## src/hdl/wlr_pkg.sv

```systemverilog
package wlr_pkg;

    localparam int WINDOW_DEPTH = 64;
    localparam int SAMPLE_BITS  = 16;
    localparam int IDX_W        = $clog2(WINDOW_DEPTH);
    localparam int CNT_W        = $clog2(WINDOW_DEPTH + 1);
    localparam int TS_W         = 16;
    localparam int OUT_W        = 48;
    localparam int USED_W       = 7;
    localparam int FRAC_STEPS   = 17;

    localparam int S_TDATA_W    = ((SAMPLE_BITS + 7) / 8) * 8;
    localparam int M_FIELDS_W   = 2 * OUT_W + USED_W;
    localparam int M_TDATA_W    = ((M_FIELDS_W + 7) / 8) * 8;

    localparam int SI_W   = 2 * CNT_W;
    localparam int SII_W  = 3 * CNT_W;
    localparam int SY_W   = SAMPLE_BITS + CNT_W;
    localparam int SIY_W  = SAMPLE_BITS + 2 * CNT_W;
    localparam int DI_W   = 4 * CNT_W;
    localparam int NUM_W  = SAMPLE_BITS + 4 * CNT_W + 1;
    localparam int DEN_W  = DI_W + TS_W;
    localparam int MA_W   = SIY_W + 1;
    localparam int MB_W   = DI_W + 1;
    localparam int P_W    = MA_W + MB_W;
    localparam int DVD_W  = NUM_W + FRAC_STEPS;
    localparam int REM_W  = DEN_W + 1;
    localparam int DSTEP_W = $clog2(DVD_W + 1);
    localparam int MSTEP_W = 3;

    localparam logic OP_PUSH = 1'b0;
    localparam logic OP_FIT  = 1'b1;

    localparam logic DIV_SLOPE     = 1'b0;
    localparam logic DIV_INTERCEPT = 1'b1;

    localparam logic [MSTEP_W-1:0] MS_N_SII  = 3'd0;
    localparam logic [MSTEP_W-1:0] MS_SI_SI  = 3'd1;
    localparam logic [MSTEP_W-1:0] MS_N_SIY  = 3'd2;
    localparam logic [MSTEP_W-1:0] MS_SI_SY  = 3'd3;
    localparam logic [MSTEP_W-1:0] MS_SII_SY = 3'd4;
    localparam logic [MSTEP_W-1:0] MS_SI_SIY = 3'd5;
    localparam logic [MSTEP_W-1:0] MS_DI_TS  = 3'd6;
    localparam logic [MSTEP_W-1:0] MS_FLUSH  = 3'd7;

    typedef struct packed {
        logic               push;
        logic               fit_start;
        logic               rd_en;
        logic [CNT_W-1:0]   rd_k;
        logic               mul_en;
        logic [MSTEP_W-1:0] mul_step;
        logic               div_start;
        logic               div_sel;
        logic               cap_q;
        logic               load_out;
        logic               fit_ok;
    } wlr_cmd_t;

    typedef struct packed {
        logic [CNT_W-1:0] fill;
        logic             ts_zero;
        logic             div_done;
        logic             out_free;
    } wlr_status_t;

endpackage

```

## src/hdl/wlr_ctrl.sv

```systemverilog
module wlr_ctrl (
    input  logic                 aclk,
    input  logic                 aresetn,
    input  logic                 s_tvalid,
    input  logic                 s_op,
    output logic                 s_tready,
    input  wlr_pkg::wlr_status_t status,
    output wlr_pkg::wlr_cmd_t    cmd
);

    typedef enum logic [3:0] {
        S_IDLE,
        S_ACC,
        S_DRAIN,
        S_MUL,
        S_DIV_S,
        S_WAIT_S,
        S_DIV_B,
        S_WAIT_B,
        S_OUT
    } state_t;

    state_t                      state_reg;
    logic [wlr_pkg::CNT_W-1:0]   k_reg;
    logic [wlr_pkg::MSTEP_W-1:0] mstep_reg;
    logic                        ok_reg;
    logic                        idle;

    assign idle     = (state_reg == S_IDLE);
    assign s_tready = idle;

    always_comb begin
        cmd           = '0;
        cmd.push      = idle && s_tvalid && (s_op == wlr_pkg::OP_PUSH);
        cmd.fit_start = idle && s_tvalid && (s_op == wlr_pkg::OP_FIT);
        cmd.rd_en     = (state_reg == S_ACC);
        cmd.rd_k      = k_reg;
        cmd.mul_en    = (state_reg == S_MUL);
        cmd.mul_step  = mstep_reg;
        cmd.div_start = (state_reg == S_DIV_S) || (state_reg == S_DIV_B);
        cmd.div_sel   = ((state_reg == S_DIV_B) || (state_reg == S_WAIT_B))
                      ? wlr_pkg::DIV_INTERCEPT : wlr_pkg::DIV_SLOPE;
        cmd.cap_q     = ((state_reg == S_WAIT_S) || (state_reg == S_WAIT_B)) && status.div_done;
        cmd.load_out  = (state_reg == S_OUT) && status.out_free;
        cmd.fit_ok    = ok_reg;
    end

    always_ff @(posedge aclk) begin
        if (!aresetn) begin
            state_reg <= S_IDLE;
            k_reg     <= '0;
            mstep_reg <= '0;
            ok_reg    <= 1'b0;
        end else begin
            unique case (state_reg)
                S_IDLE: begin
                    if (s_tvalid && s_op == wlr_pkg::OP_FIT) begin
                        k_reg <= '0;
                        if (status.fill >= wlr_pkg::CNT_W'(2) && !status.ts_zero) begin
                            ok_reg    <= 1'b1;
                            state_reg <= S_ACC;
                        end else begin
                            ok_reg    <= 1'b0;
                            state_reg <= S_OUT;
                        end
                    end
                end
                S_ACC: begin
                    k_reg <= k_reg + 1'b1;
                    if (k_reg == status.fill - 1'b1) begin
                        state_reg <= S_DRAIN;
                    end
                end
                S_DRAIN: begin
                    mstep_reg <= wlr_pkg::MS_N_SII;
                    state_reg <= S_MUL;
                end
                S_MUL: begin
                    mstep_reg <= mstep_reg + 1'b1;
                    if (mstep_reg == wlr_pkg::MS_FLUSH) begin
                        state_reg <= S_DIV_S;
                    end
                end
                S_DIV_S: state_reg <= S_WAIT_S;
                S_WAIT_S: begin
                    if (status.div_done) begin
                        state_reg <= S_DIV_B;
                    end
                end
                S_DIV_B: state_reg <= S_WAIT_B;
                S_WAIT_B: begin
                    if (status.div_done) begin
                        state_reg <= S_OUT;
                    end
                end
                S_OUT: begin
                    if (status.out_free) begin
                        state_reg <= S_IDLE;
                    end
                end
                default: state_reg <= S_IDLE;
            endcase
        end
    end

endmodule

```

## config.mk

```make
export PLATFORM = sky130hd
export DESIGN_NAME = wlr_ctrl
export DESIGN_NICKNAME = d
export VERILOG_FILES = /design/src/hdl/wlr_pkg.sv /design/src/hdl/wlr_ctrl.sv
export SDC_FILE = /design/constraint.sdc
export NUM_CORES = 1
export LEC_CHECK = 0
export BUFFER_PORTS_ARGS = -buffer_cell sky130_fd_sc_hd__buf_2
export CAP_MARGIN = 30
export CORE_AREA = 2 2 51 53
export CTS_CLUSTER_DIAMETER = 200
export DETAILED_ROUTE_END_ITERATION = 10
export DIE_AREA = 0 0 53 55
export PLACE_DENSITY = 0.83
export SYNTH_ARGS = -nofsm -noshare
export SYNTH_HDL_FRONTEND = slang
export SYNTH_SLANG_ARGS = --single-unit
export TNS_END_PERCENT = 30
```

## constraint.sdc

```tcl
create_clock -name aclk -period 2.4 [get_ports aclk]
set_clock_uncertainty 0.2 [all_clocks]
set_input_delay 0 -clock aclk [delete_from_list [all_inputs] [get_ports aclk]]
set_output_delay 0 -clock aclk [all_outputs]
set_load 0.01 [all_outputs]
```

# After elaboration in Yosys (flattened, before gate mapping)
# Index checks and enable logic that the tools add are counted.
dict set report op_classes {
  addsub 3
  reduce_logical 17
  bitwise 1
  n_mux 13
  n_eq_ne 16
  n_lt_le_gt_ge 1
}
# op n
set op_table {}
lappend op_table {{4-bit case mux with 9 select lines} 1}
lappend op_table {{4-bit two-way mux} 7}
lappend op_table {{4-bit by 3-bit equality test with 1-bit output, second input constant} 4}
lappend op_table {{7-bit case mux with 2 select lines} 1}
lappend op_table {{4-bit by 2-bit equality test with 1-bit output, second input constant} 2}
lappend op_table {{7-bit by 1-bit adder with 7-bit output, second input constant} 1}
lappend op_table {{7-bit equality test} 1}
lappend op_table {{7-bit by 2-bit greater-or-equal comparator with 1-bit output, second input constant} 1}
lappend op_table {{1-bit logical AND} 7}
lappend op_table {{7-bit two-way mux} 1}
lappend op_table {{7-bit by 1-bit subtractor with 7-bit output, second input constant} 1}
lappend op_table {{2-bit by 1-bit inequality test with 1-bit output, second input constant} 3}
lappend op_table {{2-bit inequality test, second input constant} 3}
lappend op_table {{3-bit case mux with 2 select lines} 1}
lappend op_table {{6-bit AND reduction} 1}
lappend op_table {{4-bit by 1-bit equality test with 1-bit output, second input constant} 1}
lappend op_table {{4-bit equality test, second input constant} 1}
lappend op_table {{4-bit zero test} 1}
lappend op_table {{2-bit AND reduction} 2}
lappend op_table {{2-bit nonzero test} 2}
lappend op_table {{3-bit by 1-bit adder with 3-bit output, second input constant} 1}
lappend op_table {{3-bit equality test, second input constant} 1}
lappend op_table {{1-bit logical OR} 3}
lappend op_table {{1-bit two-way mux} 2}
lappend op_table {{2 further kinds} 2}
dict set report totals {
  out_inout_bits 20
  ff_bits 15
  word_cells 55
}

# Depth between registers and ports, before layout
dict set report depth {
  ltp_word 5
  depth_mapped 8
  ltp_nobuf 8
}

# Worst setup path after synthesis
# Ideal clock, no wire load.
dict set report synth_timing {
  kind {register -> register}
  startpoint {reg state_reg[0]}
  endpoint {reg k_reg[4] in the netlist's numbering}
  slack_ps 357
  arrival_time_ps 1722
  stages_incl_launch_ff 9
  setup_ps 121
  cell_sequence {dfxtp_1 > clkbuf_1 > or3_1 > nor2_1 > nand3_1 > inv_1 > nor2_1 > o21ai_0 > a21oi_1}
}
dict set report synth_between {
  elab_chain_len 3
}
# item line_no
set synth_rtl {}
lappend synth_rtl {{from (decl)} wlr_ctrl.sv:23} ;# state_t state_reg;
lappend synth_rtl {{from (signal assigned)} wlr_ctrl.sv:50} ;# state_reg <= S_IDLE;
lappend synth_rtl {{from (signal assigned)} wlr_ctrl.sv:61} ;# state_reg <= S_ACC;
lappend synth_rtl {{from (signal assigned)} wlr_ctrl.sv:64} ;# state_reg <= S_OUT;
lappend synth_rtl {{4-bit zero test *} n/a}
lappend synth_rtl {{net s_tready} wlr_ctrl.sv:6} ;# output logic s_tready,
lappend synth_rtl {{2-bit by 1-bit inequality test with 1-bit output (no line) / 2-bit nonzero test (equally long branches)} n/a}
lappend synth_rtl {{2-bit AND reduction (no line)} n/a}
lappend synth_rtl {{to (signal assigned)} wlr_ctrl.sv:69} ;# k_reg <= k_reg + 1'b1;
lappend synth_rtl {{to (decl)} wlr_ctrl.sv:24} ;# logic [wlr_pkg::CNT_W-1:0] k_reg;
# The timed path passes the listed nets; every way through them passes the cells marked *.
# A chain may end at the register's enable or synchronous reset.

# Worst setup path after layout
dict set report layout_timing {
  startpoint {reg state_reg[0]}
  endpoint {reg k_reg[2] in the netlist's numbering}
}
dict set report layout_between {
  elab_chain_len 3
}
# item line_no
set layout_rtl {}
lappend layout_rtl {{4-bit by 1-bit equality test with 1-bit output / 4-bit zero test (equally long branches)} wlr_ctrl.sv:55} ;# unique case (state_reg)
lappend layout_rtl {{2-bit nonzero test (no line) / 2-bit by 1-bit inequality test with 1-bit output (equally long branches)} n/a}
lappend layout_rtl {{2-bit AND reduction (no line)} n/a}
# Several ways; a longest one is shown, not always the timed one.

==> impl_metrics.env <==
export IMPL_grt_max_degree=13
export IMPL_die_area_mm2=0.00292
export IMPL_worstReg2RegStart="state_reg[0]$_SDFFE_PN0P_"
export IMPL_p_sw_frac=0.456
export IMPL_cts_buffer_depth=2
export IMPL_place_congestion=0.809
export IMPL_yosys_area_top_type="dfxtp_1"
export IMPL_ys_seq_area_frac=0.278
export IMPL_setup_viol_count_final=0
export IMPL_r2r_end="k_reg[2]$_SDFFE_PN0P_"
export IMPL_ant_nets=0
export IMPL_crit_end="k_reg[2]$_SDFFE_PN0P_"
export IMPL_cts_buffers=3
export IMPL_fin_crit_ps=2050
export IMPL_grt_pass1_vias=1030
export IMPL_synth_nets=161
export IMPL_critPathLaunchType="flop"
export IMPL_synth_top_area_frac=0.278
export IMPL_syn_inst=142
export IMPL_yosys_top_cells_count="21 x nor2_1, 15 x dfxtp_1, 12 x nand2_1, 12 x nand3_1, 11 x a21oi_1"
export IMPL_synth_most_common_cell="nor2_1"
export IMPL_avgSynthCellArea_um2=7.61
export IMPL_grt_pass1_wl_mm=4.24
export IMPL_p_sw_w=0.000443
export IMPL_cts_tree="yes"
export IMPL_p_seq_frac=0.362
export IMPL_largest_reg_flops=7
export IMPL_fin_total_pwr_w=0.000971
export IMPL_first_pass_iters=6
export IMPL_clock_sinks=15
export IMPL_reg2reg_slack_ps=350
export IMPL_grt_antenna_before_repair=0
export IMPL_crit_path_max_incr_delay_ps=440
export IMPL_synth_warnings=0
export IMPL_fp_dieW_um=53
export IMPL_end_kind="flop"
export IMPL_clkPwrFrac=0.151
export IMPL_layout_worst_path_cycle_share=0.854
export IMPL_cpMaxStageDelayCell="or3_1"
export IMPL_p_int_w=0.000528
export IMPL_synth_async_reset_ratio=0
export IMPL_cp_max_fo=10
export IMPL_path_cells="or3_1 > nor2_1 > nand3_1 > inv_1 > nor2_1 > o21ai_0 > a21oi_1"
export IMPL_arrival_ps=2020
export IMPL_start_util=0.457
export IMPL_post_synth_num_cell_types=37
export IMPL_worst_pin_slew_ps=438
export IMPL_via_per_inst=5.29
export IMPL_p_comb_frac=0.487
export IMPL_num_rows=18
export IMPL_vdd_ir_drop_max_mv=0.398
export IMPL_die_h_um=55
export IMPL_fin_util=0.568
export IMPL_syn_cell_area_mm2=0.00108
export IMPL_track_usage=0.193
export IMPL_core_area_mm2=0.00236
export IMPL_clkLatencyLatePin_ps=280
export IMPL_cp_required_ps=2370
export IMPL_nNetsFinal=199
export IMPL_cp_top_family="simple AND/OR/NAND/NOR gates"
export IMPL_final_max_slew_viol_count=0
export IMPL_drt_total_wl_mm=2.61
export IMPL_r2r_cells=7
export IMPL_cellLeakagePower_nw=0.621
export IMPL_root_buffer="clkbuf_4"
export IMPL_dp_hpwl_mm=2.03
export IMPL_io_buffers=33
export IMPL_cap_violations=0
export IMPL_diodes=0
export IMPL_drc_errors=0
export IMPL_clk_pin_slew_ps=100
export IMPL_rsz0062_at_grt="false"
export IMPL_final_hold_viol_count=0
export IMPL_max_freq_ghz=0.488
export IMPL_htreeDepth=1
export IMPL_synth_edf_count=0
export IMPL_status="finished, final reports clean"
export IMPL_slew_headroom=0.706
export IMPL_post_drt_wl_per_cell_um=12.5
export IMPL_layout_drive_gt1_share=0.240
export IMPL_synth_flop_cell="dfxtp_1"
export IMPL_cp_num_cells=7
export IMPL_grt_remaining_overflow=0
export IMPL_worstSetupPathType="reg -> reg"
export IMPL_postCtsSetupBuffers=0
export IMPL_areaGrowthSynthToFinish_pct=24.2
export IMPL_setup_worst_path_start="state_reg[0]$_SDFFE_PN0P_"
export IMPL_synth_seq_cells=15
export IMPL_crit_buf_inv=1
export IMPL_synthTopCellsByArea="dfxtp_1 28%, nor2_1 7.3%, ha_1 5.8%"
export IMPL_vias=1105
export IMPL_path_common_cell="nor2_1"
export IMPL_setup_tns_ps=0
export IMPL_drt_iter0_drc=14
export IMPL_min_path_type="in -> reg"
export IMPL_power_density_mw_per_mm2=724
export IMPL_num_io_pins=34
-- per-layer routing --
| layer | vias up | part of all wire | GRT usage |
|---|---|---|---|
| met5 | - | 0 | 0 |
| met4 | 0 | 0 | 0.0470 |
| met3 | 0 | 0.042 | 0.0269 |
| met2 | 30 | 0.50 | 0.377 |
| met1 | 503 | 0.45 | 0.221 |
| li1 | 572 | - | - |
-- per-stage QoR --
stage	cells	hold WS [ps]	worst slack, ps	instance area (um2)
final	209	74.9	351	1340
after floorplan	142	-152	357	1080
after global placement	200	55.5	278	1260
after CTS	209	77.9	371	1340
after global routing	209	102	182	1340
after detailed placement	200	64.4	199	1260
-- what timing repair did --
item / CTS / global route
endpoints found under the hold margin: 15 / 0
hold buffers: 5 / 0
resized for setup: 0 / 0
-- placed cells by master (no fill, tap or decap), types with 4 or more instances in the layout --
| cell | n |
|---|---|
| buf_2 | 33 |
| nor2_1 | 21 |
| dfxtp_1 | 15 |
| nand2_1 | 12 |
| nand3_1 | 12 |
| a21oi_1 | 11 |
| xnor2_1 | 6 |
| inv_1 | 5 |
| ha_1 | 5 |
| dlygate4sd3_1 | 5 |
| and3_1 | 4 |
| o21ai_0 | 4 |
| nand3b_1 | 4 |
-- power groups by stage --
stage | Sequential, W | Clock [W] | Combinational (W)
finish | 0.000351 | 0.000147 | 0.000474
CTS | 0.000350 | 0.000151 | 0.000473
global route | 0.000358 | 0.000162 | 0.000534
floorplan | 0.000311 | 0 | 0.000378
detailed placement | 0.000355 | 0 | 0.000464
global placement | 0.000354 | 0 | 0.000446
-- worst min path at each step --
stage	start	to	slack, ps	cells after the start
CTS	status[9]	ok_reg$_SDFFE_PN0P_	80	5
finish	status[9]	ok_reg$_SDFFE_PN0P_	70	5
detailed placement	s_op	cmd[18]	60	3
floorplan	s_op	cmd[18]	-150	1
global placement	s_op	cmd[18]	60	3
global route	status[9]	ok_reg$_SDFFE_PN0P_	100	5
-- cell type report --
class,instances,area (um2)
Fill cell,229,1020
Multi-Input combinational cell,115,732
Clock inverter,1,5.00
Inverter,6,22.5
Tap cell,30,37.5
Sequential cell,15,300
Clock buffer,3,22.5
Timing Repair Buffer,39,223
-- worst min-delay path, cell delays in order --
cell and delay (ps):
buf_2 110, nor2_1 100, a31oi_1 170, nand2_1 80, a21oi_1 50
-- logic make-up (layout without fill, tap and decap cells) --
kind of cell / after synthesis / count (layout) / share of synthesized area
fa+ha+maj: 5 / 5 / 0.0579
buf+inv: 12 / 49 / 0.0451
simple gates: 73 / 73 / 0.360
mux: 1 / 1 / 0.00926
flops: 15 / 15 / 0.278
compound gates: 27 / 27 / 0.177
xor+xnor: 9 / 9 / 0.0729
Power figures use the tool's default switching activity.
