**src/hdl/wlr_pkg.sv**
```systemverilog
package wlr_pkg;

    localparam int WINDOW_DEPTH = 64;
    localparam int SAMPLE_BITS  = 16;
    localparam int IDX_W        = $clog2(WINDOW_DEPTH);
    localparam int CNT_W        = $clog2(WINDOW_DEPTH + 1);
    localparam int TS_W         = 16;
    localparam int OUT_W        = 48;
    localparam int USED_W       = 7;
    localparam int FRAC_STEPS   = 17;

    localparam int S_TDATA_W    = ((SAMPLE_BITS + 7) / 8) * 8;
    localparam int M_FIELDS_W   = 2 * OUT_W + USED_W;
    localparam int M_TDATA_W    = ((M_FIELDS_W + 7) / 8) * 8;

    localparam int SI_W   = 2 * CNT_W;
    localparam int SII_W  = 3 * CNT_W;
    localparam int SY_W   = SAMPLE_BITS + CNT_W;
    localparam int SIY_W  = SAMPLE_BITS + 2 * CNT_W;
    localparam int DI_W   = 4 * CNT_W;
    localparam int NUM_W  = SAMPLE_BITS + 4 * CNT_W + 1;
    localparam int DEN_W  = DI_W + TS_W;
    localparam int MA_W   = SIY_W + 1;
    localparam int MB_W   = DI_W + 1;
    localparam int P_W    = MA_W + MB_W;
    localparam int DVD_W  = NUM_W + FRAC_STEPS;
    localparam int REM_W  = DEN_W + 1;
    localparam int DSTEP_W = $clog2(DVD_W + 1);
    localparam int MSTEP_W = 3;

    localparam logic OP_PUSH = 1'b0;
    localparam logic OP_FIT  = 1'b1;

    localparam logic DIV_SLOPE     = 1'b0;
    localparam logic DIV_INTERCEPT = 1'b1;

    localparam logic [MSTEP_W-1:0] MS_N_SII  = 3'd0;
    localparam logic [MSTEP_W-1:0] MS_SI_SI  = 3'd1;
    localparam logic [MSTEP_W-1:0] MS_N_SIY  = 3'd2;
    localparam logic [MSTEP_W-1:0] MS_SI_SY  = 3'd3;
    localparam logic [MSTEP_W-1:0] MS_SII_SY = 3'd4;
    localparam logic [MSTEP_W-1:0] MS_SI_SIY = 3'd5;
    localparam logic [MSTEP_W-1:0] MS_DI_TS  = 3'd6;
    localparam logic [MSTEP_W-1:0] MS_FLUSH  = 3'd7;

    typedef struct packed {
        logic               push;
        logic               fit_start;
        logic               rd_en;
        logic [CNT_W-1:0]   rd_k;
        logic               mul_en;
        logic [MSTEP_W-1:0] mul_step;
        logic               div_start;
        logic               div_sel;
        logic               cap_q;
        logic               load_out;
        logic               fit_ok;
    } wlr_cmd_t;

    typedef struct packed {
        logic [CNT_W-1:0] fill;
        logic             ts_zero;
        logic             div_done;
        logic             out_free;
    } wlr_status_t;

endpackage

```
**src/hdl/wlr_div.sv**
```systemverilog
module wlr_div (
    input  logic                              aclk,
    input  logic                              aresetn,
    input  logic                              start,
    input  logic signed [wlr_pkg::NUM_W-1:0]  num,
    input  logic [wlr_pkg::DEN_W-1:0]         den,
    output logic                              done,
    output logic [wlr_pkg::OUT_W-1:0]         q
);

    logic                             busy_reg;
    logic                             fin_reg;
    logic                             done_reg;
    logic [wlr_pkg::DSTEP_W-1:0]      cnt_reg;
    logic                             neg_reg;
    logic [wlr_pkg::DVD_W-1:0]        dvd_reg;
    logic [wlr_pkg::REM_W-1:0]        rem_reg;
    logic [wlr_pkg::DVD_W-1:0]        quo_reg;
    logic [wlr_pkg::DEN_W-1:0]        den_reg;
    logic [wlr_pkg::OUT_W-1:0]        q_reg;

    logic [wlr_pkg::NUM_W-1:0]        mag;
    logic [wlr_pkg::REM_W-1:0]        r_sh;
    logic                             ge;
    logic [wlr_pkg::DVD_W:0]          rnd_full;
    logic [wlr_pkg::DVD_W-1:0]        rnd;
    logic [wlr_pkg::DVD_W-1:0]        lim;
    logic [wlr_pkg::DVD_W-1:0]        sat;
    logic [wlr_pkg::OUT_W-1:0]        q_next;

    assign mag  = num[wlr_pkg::NUM_W-1] ? wlr_pkg::NUM_W'(-num) : wlr_pkg::NUM_W'(num);
    assign r_sh = {rem_reg[wlr_pkg::REM_W-2:0], dvd_reg[wlr_pkg::DVD_W-1]};
    assign ge   = r_sh >= {1'b0, den_reg};

    // Round half away from zero on the extra fraction bit, then clamp to the Q32.16 range.
    assign rnd_full = {1'b0, quo_reg} + 1'b1;
    assign rnd      = rnd_full[wlr_pkg::DVD_W:1];
    assign lim      = neg_reg ? (wlr_pkg::DVD_W'(1) << (wlr_pkg::OUT_W - 1))
                              : ((wlr_pkg::DVD_W'(1) << (wlr_pkg::OUT_W - 1)) - 1'b1);
    assign sat      = (rnd > lim) ? lim : rnd;
    assign q_next   = neg_reg ? wlr_pkg::OUT_W'(-sat[wlr_pkg::OUT_W-1:0])
                              : sat[wlr_pkg::OUT_W-1:0];

    always_ff @(posedge aclk) begin
        if (!aresetn) begin
            busy_reg <= 1'b0;
            fin_reg  <= 1'b0;
            done_reg <= 1'b0;
        end else begin
            done_reg <= 1'b0;
            if (start) begin
                busy_reg <= 1'b1;
            end else if (busy_reg && cnt_reg == wlr_pkg::DSTEP_W'(wlr_pkg::DVD_W - 1)) begin
                busy_reg <= 1'b0;
                fin_reg  <= 1'b1;
            end else if (fin_reg) begin
                fin_reg  <= 1'b0;
                done_reg <= 1'b1;
            end
        end
    end

    always_ff @(posedge aclk) begin
        if (start) begin
            dvd_reg <= {mag, {wlr_pkg::FRAC_STEPS{1'b0}}};
            rem_reg <= '0;
            quo_reg <= '0;
            cnt_reg <= '0;
            neg_reg <= num[wlr_pkg::NUM_W-1];
            den_reg <= den;
        end else if (busy_reg) begin
            rem_reg <= ge ? r_sh - {1'b0, den_reg} : r_sh;
            quo_reg <= {quo_reg[wlr_pkg::DVD_W-2:0], ge};
            dvd_reg <= dvd_reg << 1;
            cnt_reg <= cnt_reg + 1'b1;
        end
        if (fin_reg) begin
            q_reg <= q_next;
        end
    end

    assign done = done_reg;
    assign q    = q_reg;

endmodule

```
**src/hdl/wlr_datapath.sv**
```systemverilog
module wlr_datapath (
    input  logic                                 aclk,
    input  logic                                 aresetn,
    input  wlr_pkg::wlr_cmd_t                    cmd,
    output wlr_pkg::wlr_status_t                 status,
    input  logic signed [wlr_pkg::SAMPLE_BITS-1:0] sample,
    input  logic                                 cfg_wr_en,
    input  logic [wlr_pkg::TS_W-1:0]             cfg_wr_data,
    input  logic                                 m_tready,
    output logic                                 m_tvalid,
    output logic [wlr_pkg::OUT_W-1:0]            m_slope,
    output logic [wlr_pkg::OUT_W-1:0]            m_intercept,
    output logic                                 m_fit_valid,
    output logic [wlr_pkg::USED_W-1:0]           m_used
);

    logic signed [wlr_pkg::SAMPLE_BITS-1:0] mem [wlr_pkg::WINDOW_DEPTH];
    logic signed [wlr_pkg::SAMPLE_BITS-1:0] rd_data_reg;

    logic [wlr_pkg::IDX_W-1:0]   wp_reg;
    logic [wlr_pkg::CNT_W-1:0]   fill_reg;
    logic [wlr_pkg::TS_W-1:0]    ts_reg;
    logic [wlr_pkg::CNT_W-1:0]   n_reg;
    logic [wlr_pkg::IDX_W-1:0]   start_reg;
    logic                        rd_v_reg;
    logic [wlr_pkg::CNT_W-1:0]   rd_k_reg;

    logic [wlr_pkg::SI_W-1:0]          si_reg;
    logic [wlr_pkg::SII_W-1:0]         sii_reg;
    logic signed [wlr_pkg::SY_W-1:0]   sy_reg;
    logic signed [wlr_pkg::SIY_W-1:0]  siy_reg;

    logic signed [wlr_pkg::P_W-1:0]    prod_reg;
    logic                              mvalid_reg;
    logic [wlr_pkg::MSTEP_W-1:0]       mstep_d_reg;
    logic signed [wlr_pkg::NUM_W-1:0]  t_reg;
    logic [wlr_pkg::DI_W-1:0]          di_reg;
    logic signed [wlr_pkg::NUM_W-1:0]  num_s_reg;
    logic signed [wlr_pkg::NUM_W-1:0]  num_b_reg;
    logic [wlr_pkg::DEN_W-1:0]         den_s_reg;
    logic [wlr_pkg::OUT_W-1:0]         slope_reg;
    logic [wlr_pkg::OUT_W-1:0]         int_reg;

    logic                              m_tvalid_reg;
    logic [wlr_pkg::OUT_W-1:0]         m_slope_reg;
    logic [wlr_pkg::OUT_W-1:0]         m_int_reg;
    logic                              m_fit_reg;
    logic [wlr_pkg::USED_W-1:0]        m_used_reg;

    logic [wlr_pkg::CNT_W-1:0]         start_next;
    logic [wlr_pkg::CNT_W:0]           addr_sum;
    logic [wlr_pkg::IDX_W-1:0]         rd_addr;
    logic [2*wlr_pkg::CNT_W-1:0]       kk;
    logic signed [wlr_pkg::SAMPLE_BITS+wlr_pkg::CNT_W:0] ky;
    logic signed [wlr_pkg::MA_W-1:0]   ma;
    logic signed [wlr_pkg::MB_W-1:0]   mb;
    logic signed [wlr_pkg::NUM_W-1:0]  prod_t;
    logic signed [wlr_pkg::NUM_W-1:0]  div_num;
    logic [wlr_pkg::DEN_W-1:0]         div_den;
    logic                              div_done;
    logic [wlr_pkg::OUT_W-1:0]         div_q;

    assign start_next = ({1'b0, wp_reg} >= fill_reg)
                      ? {1'b0, wp_reg} - fill_reg
                      : {1'b0, wp_reg} + wlr_pkg::CNT_W'(wlr_pkg::WINDOW_DEPTH) - fill_reg;
    assign addr_sum   = {2'b00, start_reg} + {1'b0, cmd.rd_k};
    assign rd_addr    = (addr_sum >= (wlr_pkg::CNT_W + 1)'(wlr_pkg::WINDOW_DEPTH))
                      ? wlr_pkg::IDX_W'(addr_sum - (wlr_pkg::CNT_W + 1)'(wlr_pkg::WINDOW_DEPTH))
                      : wlr_pkg::IDX_W'(addr_sum);

    assign kk = rd_k_reg * rd_k_reg;
    assign ky = $signed({1'b0, rd_k_reg}) * rd_data_reg;

    always_ff @(posedge aclk) begin
        if (cmd.push) begin
            mem[wp_reg] <= sample;
        end
        if (cmd.rd_en) begin
            rd_data_reg <= mem[rd_addr];
        end
    end

    always_ff @(posedge aclk) begin
        if (!aresetn) begin
            wp_reg       <= '0;
            fill_reg     <= '0;
            ts_reg       <= wlr_pkg::TS_W'(1);
            rd_v_reg     <= 1'b0;
            mvalid_reg   <= 1'b0;
            m_tvalid_reg <= 1'b0;
        end else begin
            if (cfg_wr_en) begin
                ts_reg <= cfg_wr_data;
            end
            if (cmd.push) begin
                wp_reg <= (wp_reg == wlr_pkg::IDX_W'(wlr_pkg::WINDOW_DEPTH - 1))
                        ? '0 : wp_reg + 1'b1;
                if (fill_reg != wlr_pkg::CNT_W'(wlr_pkg::WINDOW_DEPTH)) begin
                    fill_reg <= fill_reg + 1'b1;
                end
            end
            rd_v_reg   <= cmd.rd_en;
            mvalid_reg <= cmd.mul_en;
            if (cmd.load_out) begin
                m_tvalid_reg <= 1'b1;
            end else if (m_tready) begin
                m_tvalid_reg <= 1'b0;
            end
        end
    end

    always_comb begin
        ma = '0;
        mb = '0;
        unique case (cmd.mul_step)
            wlr_pkg::MS_N_SII: begin
                ma = wlr_pkg::MA_W'(sii_reg);
                mb = wlr_pkg::MB_W'(n_reg);
            end
            wlr_pkg::MS_SI_SI: begin
                ma = wlr_pkg::MA_W'(si_reg);
                mb = wlr_pkg::MB_W'(si_reg);
            end
            wlr_pkg::MS_N_SIY: begin
                ma = wlr_pkg::MA_W'(siy_reg);
                mb = wlr_pkg::MB_W'(n_reg);
            end
            wlr_pkg::MS_SI_SY: begin
                ma = wlr_pkg::MA_W'(sy_reg);
                mb = wlr_pkg::MB_W'(si_reg);
            end
            wlr_pkg::MS_SII_SY: begin
                ma = wlr_pkg::MA_W'(sy_reg);
                mb = wlr_pkg::MB_W'(sii_reg);
            end
            wlr_pkg::MS_SI_SIY: begin
                ma = wlr_pkg::MA_W'(siy_reg);
                mb = wlr_pkg::MB_W'(si_reg);
            end
            wlr_pkg::MS_DI_TS: begin
                ma = wlr_pkg::MA_W'(ts_reg);
                mb = wlr_pkg::MB_W'(di_reg);
            end
            default: begin
                ma = '0;
                mb = '0;
            end
        endcase
    end

    assign prod_t = wlr_pkg::NUM_W'(prod_reg);

    always_ff @(posedge aclk) begin
        rd_k_reg <= cmd.rd_k;
        if (cmd.fit_start) begin
            n_reg     <= fill_reg;
            start_reg <= wlr_pkg::IDX_W'(start_next);
            si_reg    <= '0;
            sii_reg   <= '0;
            sy_reg    <= '0;
            siy_reg   <= '0;
        end else if (rd_v_reg) begin
            si_reg  <= si_reg + wlr_pkg::SI_W'(rd_k_reg);
            sii_reg <= sii_reg + wlr_pkg::SII_W'(kk);
            sy_reg  <= sy_reg + wlr_pkg::SY_W'(rd_data_reg);
            siy_reg <= siy_reg + wlr_pkg::SIY_W'(ky);
        end

        if (cmd.mul_en) begin
            prod_reg    <= ma * mb;
            mstep_d_reg <= cmd.mul_step;
        end
        if (mvalid_reg) begin
            case (mstep_d_reg) inside
                wlr_pkg::MS_N_SII, wlr_pkg::MS_N_SIY, wlr_pkg::MS_SII_SY: t_reg <= prod_t;
                wlr_pkg::MS_SI_SI:  di_reg    <= wlr_pkg::DI_W'(t_reg - prod_t);
                wlr_pkg::MS_SI_SY:  num_s_reg <= t_reg - prod_t;
                wlr_pkg::MS_SI_SIY: num_b_reg <= t_reg - prod_t;
                wlr_pkg::MS_DI_TS:  den_s_reg <= wlr_pkg::DEN_W'(prod_reg);
                default: ;
            endcase
        end

        if (cmd.cap_q) begin
            if (cmd.div_sel == wlr_pkg::DIV_INTERCEPT) begin
                int_reg <= div_q;
            end else begin
                slope_reg <= div_q;
            end
        end

        if (cmd.load_out) begin
            m_slope_reg <= cmd.fit_ok ? slope_reg : '0;
            m_int_reg   <= cmd.fit_ok ? int_reg : '0;
            m_fit_reg   <= cmd.fit_ok;
            m_used_reg  <= wlr_pkg::USED_W'(n_reg);
        end
    end

    assign div_num = (cmd.div_sel == wlr_pkg::DIV_INTERCEPT) ? num_b_reg : num_s_reg;
    assign div_den = (cmd.div_sel == wlr_pkg::DIV_INTERCEPT) ? wlr_pkg::DEN_W'(di_reg)
                                                              : den_s_reg;

    wlr_div u_div (
        .aclk    (aclk),
        .aresetn (aresetn),
        .start   (cmd.div_start),
        .num     (div_num),
        .den     (div_den),
        .done    (div_done),
        .q       (div_q)
    );

    assign status.fill     = fill_reg;
    assign status.ts_zero  = (ts_reg == '0);
    assign status.div_done = div_done;
    assign status.out_free = !m_tvalid_reg || m_tready;

    assign m_tvalid    = m_tvalid_reg;
    assign m_slope     = m_slope_reg;
    assign m_intercept = m_int_reg;
    assign m_fit_valid = m_fit_reg;
    assign m_used      = m_used_reg;

endmodule

```
**config.mk**
```make
export PLATFORM = sky130hd
export DESIGN_NAME = wlr_datapath
export DESIGN_NICKNAME = d
export VERILOG_FILES = /design/src/hdl/wlr_pkg.sv /design/src/hdl/wlr_div.sv /design/src/hdl/wlr_datapath.sv
export SDC_FILE = /design/constraint.sdc
export NUM_CORES = 2
export LEC_CHECK = 0
export CAP_MARGIN = 10
export CORE_MARGIN = 2
export CORE_UTILIZATION = 35
export DETAILED_ROUTE_END_ITERATION = 6
export DONT_BUFFER_PORTS = 1
export MAX_ROUTING_LAYER = met4
export PLACE_DENSITY = 0.58
export SLEW_MARGIN = 30
export SYNTH_ARGS = -nofsm -noshare
export SYNTH_HDL_FRONTEND = slang
export SYNTH_HIERARCHICAL = 1
export SYNTH_SLANG_ARGS = --single-unit
```
**constraint.sdc**
```tcl
create_clock -name aclk -period 18.9 [get_ports aclk]
set_input_delay 0.945 -clock aclk [delete_from_list [all_inputs] [get_ports aclk]]
set_output_delay 0.945 -clock aclk [all_outputs]
set_load 0.02 [all_outputs]
```
Word level (Yosys, flattened, before mapping)
Memories as Yosys holds them, arrays and structs flattened. A register that Yosys moved wholly into a read port is not among the register bits.
Index checks and enable logic that the tools add are counted.
{"block": "totals", "word_cells": 128, "output_inout_bits": 115, "reg_bits": 848, "n_memories": 1, "mem_bits_rw": 1024}
{"name": "mem", "depth": 64, "width": 16, "read_ports": 1, "rd_ports_with_merged_regs": 1, "wr": 1, "line": "wlr_datapath.sv:17", "rtl": "logic signed [wlr_pkg::SAMPLE_BITS-1:0] mem [wlr_pkg::WINDOW_DEPTH];"}
{"block": "op_classes", "multipliers": 3, "bitwise_logic": 6, "mux": 22, "add_sub_neg": 17, "n_eq_ne": 15, "n_reduce_logical": 23, "n_lt_le_gt_ge": 4}
{"op": "case mux 31 bit (5 select lines)", "count": 1}
{"op": "2-to-1 mux 48 bit", "count": 3}
{"op": "2-to-1 mux 62 bit", "count": 2}
{"op": "case mux 28 bit (4 select lines)", "count": 1}
{"op": "2-to-1 mux 45 bit", "count": 2}
{"op": "adder 62 x 1 -> 63 bit, second input constant", "count": 1}
{"op": "> comparator 62 x 48 -> 1 bit", "count": 1}
{"op": "negator 48 bit", "count": 1}
{"op": "greater-or-equal comparator 45 x 44 -> 1 bit", "count": 1}
{"op": "multiplier 31 x 29 -> 45 bit", "count": 1}
{"op": "negator 45 bit", "count": 1}
{"op": "subtractor 45 bit", "count": 1}
{"op": "2-to-1 mux 44 bit", "count": 1}
{"op": "subtractor 44 bit", "count": 1}
{"op": "adder 30 x 24 -> 30 bit", "count": 1}
{"op": "2-to-1 mux 28 bit", "count": 1}
{"op": "multiplier 8 x 16 -> 24 bit", "count": 1}
{"op": "adder 23 x 16 -> 23 bit", "count": 1}
{"op": "adder 21 x 14 -> 21 bit", "count": 1}
{"op": "adder 6 x 1 -> 6 bit, second input constant", "count": 3}
{"op": "== test 3 bit, second input constant", "count": 6}
{"op": "2-to-1 mux 6 bit", "count": 3}
{"op": "zero test 16 bit", "count": 1}
{"op": "adder 14 x 7 -> 14 bit", "count": 1}
{"op": "25 further kinds", "count": 53}

Depth between registers and ports, before layout
{"block": "logic_depth", "word_depth": 5, "ltp_mapped": 36, "depth_no_buf": 33}

Cells and area by module
Netlist, hierarchy kept.
{"module": "wlr_datapath", "cells_per_inst": 7188, "area_per_inst_um2": 96920.5, "n_inst": 1}
{"module": "wlr_div", "cells_per_inst": 1907, "area_per_inst_um2": 16847.4, "n_inst": 1}

Worst setup path after synthesis
Ideal clock, no wire load.
{"block": "synth_path", "kind": "input port to flip-flop", "startpoint": "input cmd[6] in the netlist's numbering", "endpoint": "register prod_reg[41] in the netlist's numbering (data pin)", "slack_ns": 9.072, "path_stages": 33, "required_time_ns": 18.765, "setup_ns": 0.135, "arrival_time_ns": 9.693, "path_cell_list": "buf_2 -> nor2b_1 -> inv_1 -> o22ai_1 -> clkbuf_1 -> buf_2 -> a221o_1 -> clkbuf_1 -> nand2_1 -> fa_1 -> inv_1 -> fa_1 -> inv_1 -> fa_1 -> fa_1 -> inv_1 -> fa_1 -> fa_1 -> fa_1 -> inv_1 -> fa_1 -> inv_1 -> ha_1 -> nand2_1 -> or3_1 -> or4b_1 -> o211ai_1 -> nor2_1 -> o311ai_4 -> a31oi_2 -> o21ai_2 -> mux2_1 -> nand3_1"}
{"block": "synth_via", "elab_chain_cells": 4}
{"element": "start, declared", "line": "wlr_datapath.sv:4", "rtl": "input wlr_pkg::wlr_cmd_t cmd,"}
{"element": "== test 3 bit (tied with other cells)", "line": "wlr_datapath.sv:115", "rtl": "unique case (cmd.mul_step)"}
{"element": "OR reduction 3 bit (no line) or OR reduction 2 bit (tied branches)"}
{"element": "case mux 28 bit (4 select lines) or case mux 31 bit (5 select lines) (tied branches)", "line": "wlr_datapath.sv:115"}
{"element": "multiplier 31 x 29 -> 45 bit *", "line": "wlr_datapath.sv:170", "rtl": "prod_reg <= ma * mb;"}
{"element": "end signal, assigned", "line": "wlr_datapath.sv:170"}
{"element": "end, declared", "line": "wlr_datapath.sv:33", "rtl": "logic signed [wlr_pkg::P_W-1:0] prod_reg;"}
Every way passes the cells marked *; elsewhere a longest branch is shown, timed or not.
A chain may end at the register's enable or synchronous reset.

Worst setup path in the final report
{"block": "layout_path", "startpoint": "input cmd[6] in the netlist's numbering", "endpoint": "register prod_reg[43] in the netlist's numbering (data pin)"}
The elaborated chain is that of the path after synthesis.

==> impl_metrics.ini <==
[placed_design]
numPortBuffers = 0
routabilityCongestion = 0.922
dp_slack_ps = 7440
dp_hpwl_microns = 204000

[grt]
grt_use_met3_pct = 2.48
grt_pass1_vias = 72409
grt_overflow = 0
grt_max_degree = 242
antenna_found_initial = 10
busiest_layer = met2
track_usage_pct = 18.2
use_met1_pct = 23.4
grt_first_pass_wirelength_microns = 449000
use_met2_pct = 30.1

[clocking]
cts.htree.levels = 4
cts_tree = done
clk_pin_slew_ps = 60
cts-resized-gates = 0
numCtsBuffers = 209
cts-root-buf = clkbuf_16
clk_latency_ps = 970
cts_sinks = 1888
cts_buffer_depth = 4

[yosys]
yosysUniqueCellTypes = 98
syn_area_sq_um = 114000
ys_ff_latch = 1888
async_flop_share_pct = 0
synth_warnings = 6
synthTopCellsByCount = edfxtp_1 (1646), inv_1 (1257), fa_1 (875)
synth_edf_count = 1646
synth_area_per_cell_sq_um = 12.5
synth_most_common_cell = edfxtp_1
yosysTopAreaCell = edfxtp_1
yosysTopAreaCellShare_pct = 43.4
yosys-top-cells-area = edfxtp_1 (43%), fa_1 (15%), mux4_2 (6.3%), ha_1 (4.6%), dfxtp_1 (4.3%)
ys.flop_type = edfxtp_1
seq_area_frac_synth_pct = 47.7
syn_inst = 9095

[flow_run]
max-cap-violations = 0

[power_and_ir_drop]
switching_share_pct = 36.4
vdd_drop_max_mv = 0.182
combPwrFrac_pct = 42.3
p_clk_share_pct = 26.0
power.internal_uw = 10200
p_leak_uw = 0.0498
power_switching_uw = 5810
sequentialPowerShare_pct = 31.7
p_total_uw = 16000
powerDensity_nw_per_um2 = 126

[finish]
nets = 10458
n_fill_cell = 30565
area_growth_pct = 11.3
multi_input_area_sq_um = 53900
drive_gt1_share_pct = 10.9
largest_reg_flops = 1024
seq_area_sq_um = 54300

[setup_path]
slowest_stage = and2_1
slowest_delay_ps = 840
worst_path_most_repeated_cell = fa_1
arrival_ps = 10900
path_class = in -> reg
cp.required_ps = 19500
cp-end-kind = flop
reg2reg_slack_ps = 9310
cp-start-kind = input port
cp_max_fo = 40

[timing]
rsz0062_at_grt = no
report.final.slew_viol_count = 0
fin_crit_ps = 10300
fin_tns_setup_ps = 0
setup_viol = 0
slew_headroom_pct = 27.8
hold_ws_ps = 80.6
fmax_mhz = 97.1
hold_viol = 0
skew_ps = 133
finalCritPeriodShare_pct = 54.5
worst_pin_slew_ps = 1080
setup_slack_ps = 8600

[route]
ant_nets = 0
vias_per_cell = 5.11
vias = 69596
drc_errors = 15
drtIter0Drc = 5946
wl_microns = 294000
drt_first_pass_iters = 7
wire_per_inst_microns = 21.6

[floorplanning]
io_pins = 170
rows = 209
start_util_pct = 35.1
coreArea_sq_um = 324000
die_w_microns = 574
die_h_microns = 574
dieArea_sq_um = 330000

[min_path]
hold_class = in -> reg

[outcome]
violations = DRC
outcome = finished with violations
==> cells in the final DEF, fill, tap and decap left out, types with 225 or more instances in the layout <==
| cell | count |
|---|---|
| a21oi_1 | 329 |
| and2_1 | 225 |
| dfxtp_1 | 239 |
| edfxtp_1 | 1646 |
| fa_1 | 874 |
| ha_1 | 421 |
| inv_1 | 1256 |
| mux4_2 | 320 |
| nand2_1 | 610 |
| nor2_1 | 850 |
==> cells by family (layout without fill, tap and decap cells) <==
| family | after synthesis | in the layout | synth area share, % |
|---|---|---|---|
| flip-flops | 1888 | 1888 | 47.7 |
| buffers and inverters | 1647 | 1803 | 5.47 |
| multiplexers | 597 | 597 | 8.87 |
| adder cells (fa/ha/maj) | 1297 | 1297 | 20.0 |
| AND/OR/NAND/NOR | 2280 | 2280 | 9.31 |
| AO/OA/AOI/OAI | 1055 | 1055 | 6.07 |
| other | 2 | 35 | 0.00660 |
| XOR/XNOR | 329 | 329 | 2.54 |
==> path summary, 6_finish.rpt <==
check	startpoint	to	depth (start not counted)
max reg2reg	sii_reg[17]	prod_reg[43]	28
min reg2reg	u_div/q[19]	int_reg[19]	0
max	cmd[6]	prod_reg[43]	28
min	sample[6]	mem[41][6]	0
==> repair_timing <==
| action | CTS | global route |
|---|---|---|
| endpoints found under the hold margin | 6 | 0 |
| hold buffers | 6 | 0 |
| setup buffers | 0 | 0 |
==> worst max-delay path, delay by kind of cell <==
kind | cells | cell delay, ps
buf+inv | 3 | 140
simple gates | 8 | 2940
compound gates | 7 | 2140
fa+ha+maj | 9 | 4530
xor+xnor | 1 | 130
==> per-stage QoR <==
stage / util, % / instance area (sq um) / cells
2_1_floorplan: - / 114000 / 9121
3_3_place_gp: 36.9 / 119000 / 13208
3_5_place_dp: 36.9 / 120000 / 13214
4_1_cts: 39.1 / 127000 / 13602
5_1_grt: 39.1 / 127000 / 13608
6_report: 39.1 / 127000 / 13609
==> metal layers <==
layer  part of all wire, %  wire (microns)
met4                   3.2            9400
met2                    49          143000
met3                   5.9           17200
met5                     0               0
met1                    42          124000
==> area by class of cell <==
| class | instances | share of cell area, % |
|---|---|---|
| diodes | 7 | 0.0138 |
| clock buffers | 242 | 4.28 |
| clock inverters | 140 | 1.24 |
| inverters | 1258 | 3.73 |
| multi-input cells | 5586 | 42.5 |
| flip-flops and latches | 1888 | 42.9 |
| well taps | 4325 | 4.27 |
| repair buffers | 163 | 1.06 |
==> power by group through the flow <==
stage	Sequential (uW)	Combinational, uW	Clock, uW
final	5060	6750	4150
after global routing	5080	7590	4410
after CTS	5060	6810	4260
after detailed placement	5150	6760	0
after global placement	5140	6640	0
after floorplan	5050	5180	0
(Power assumes the default switching activity.)
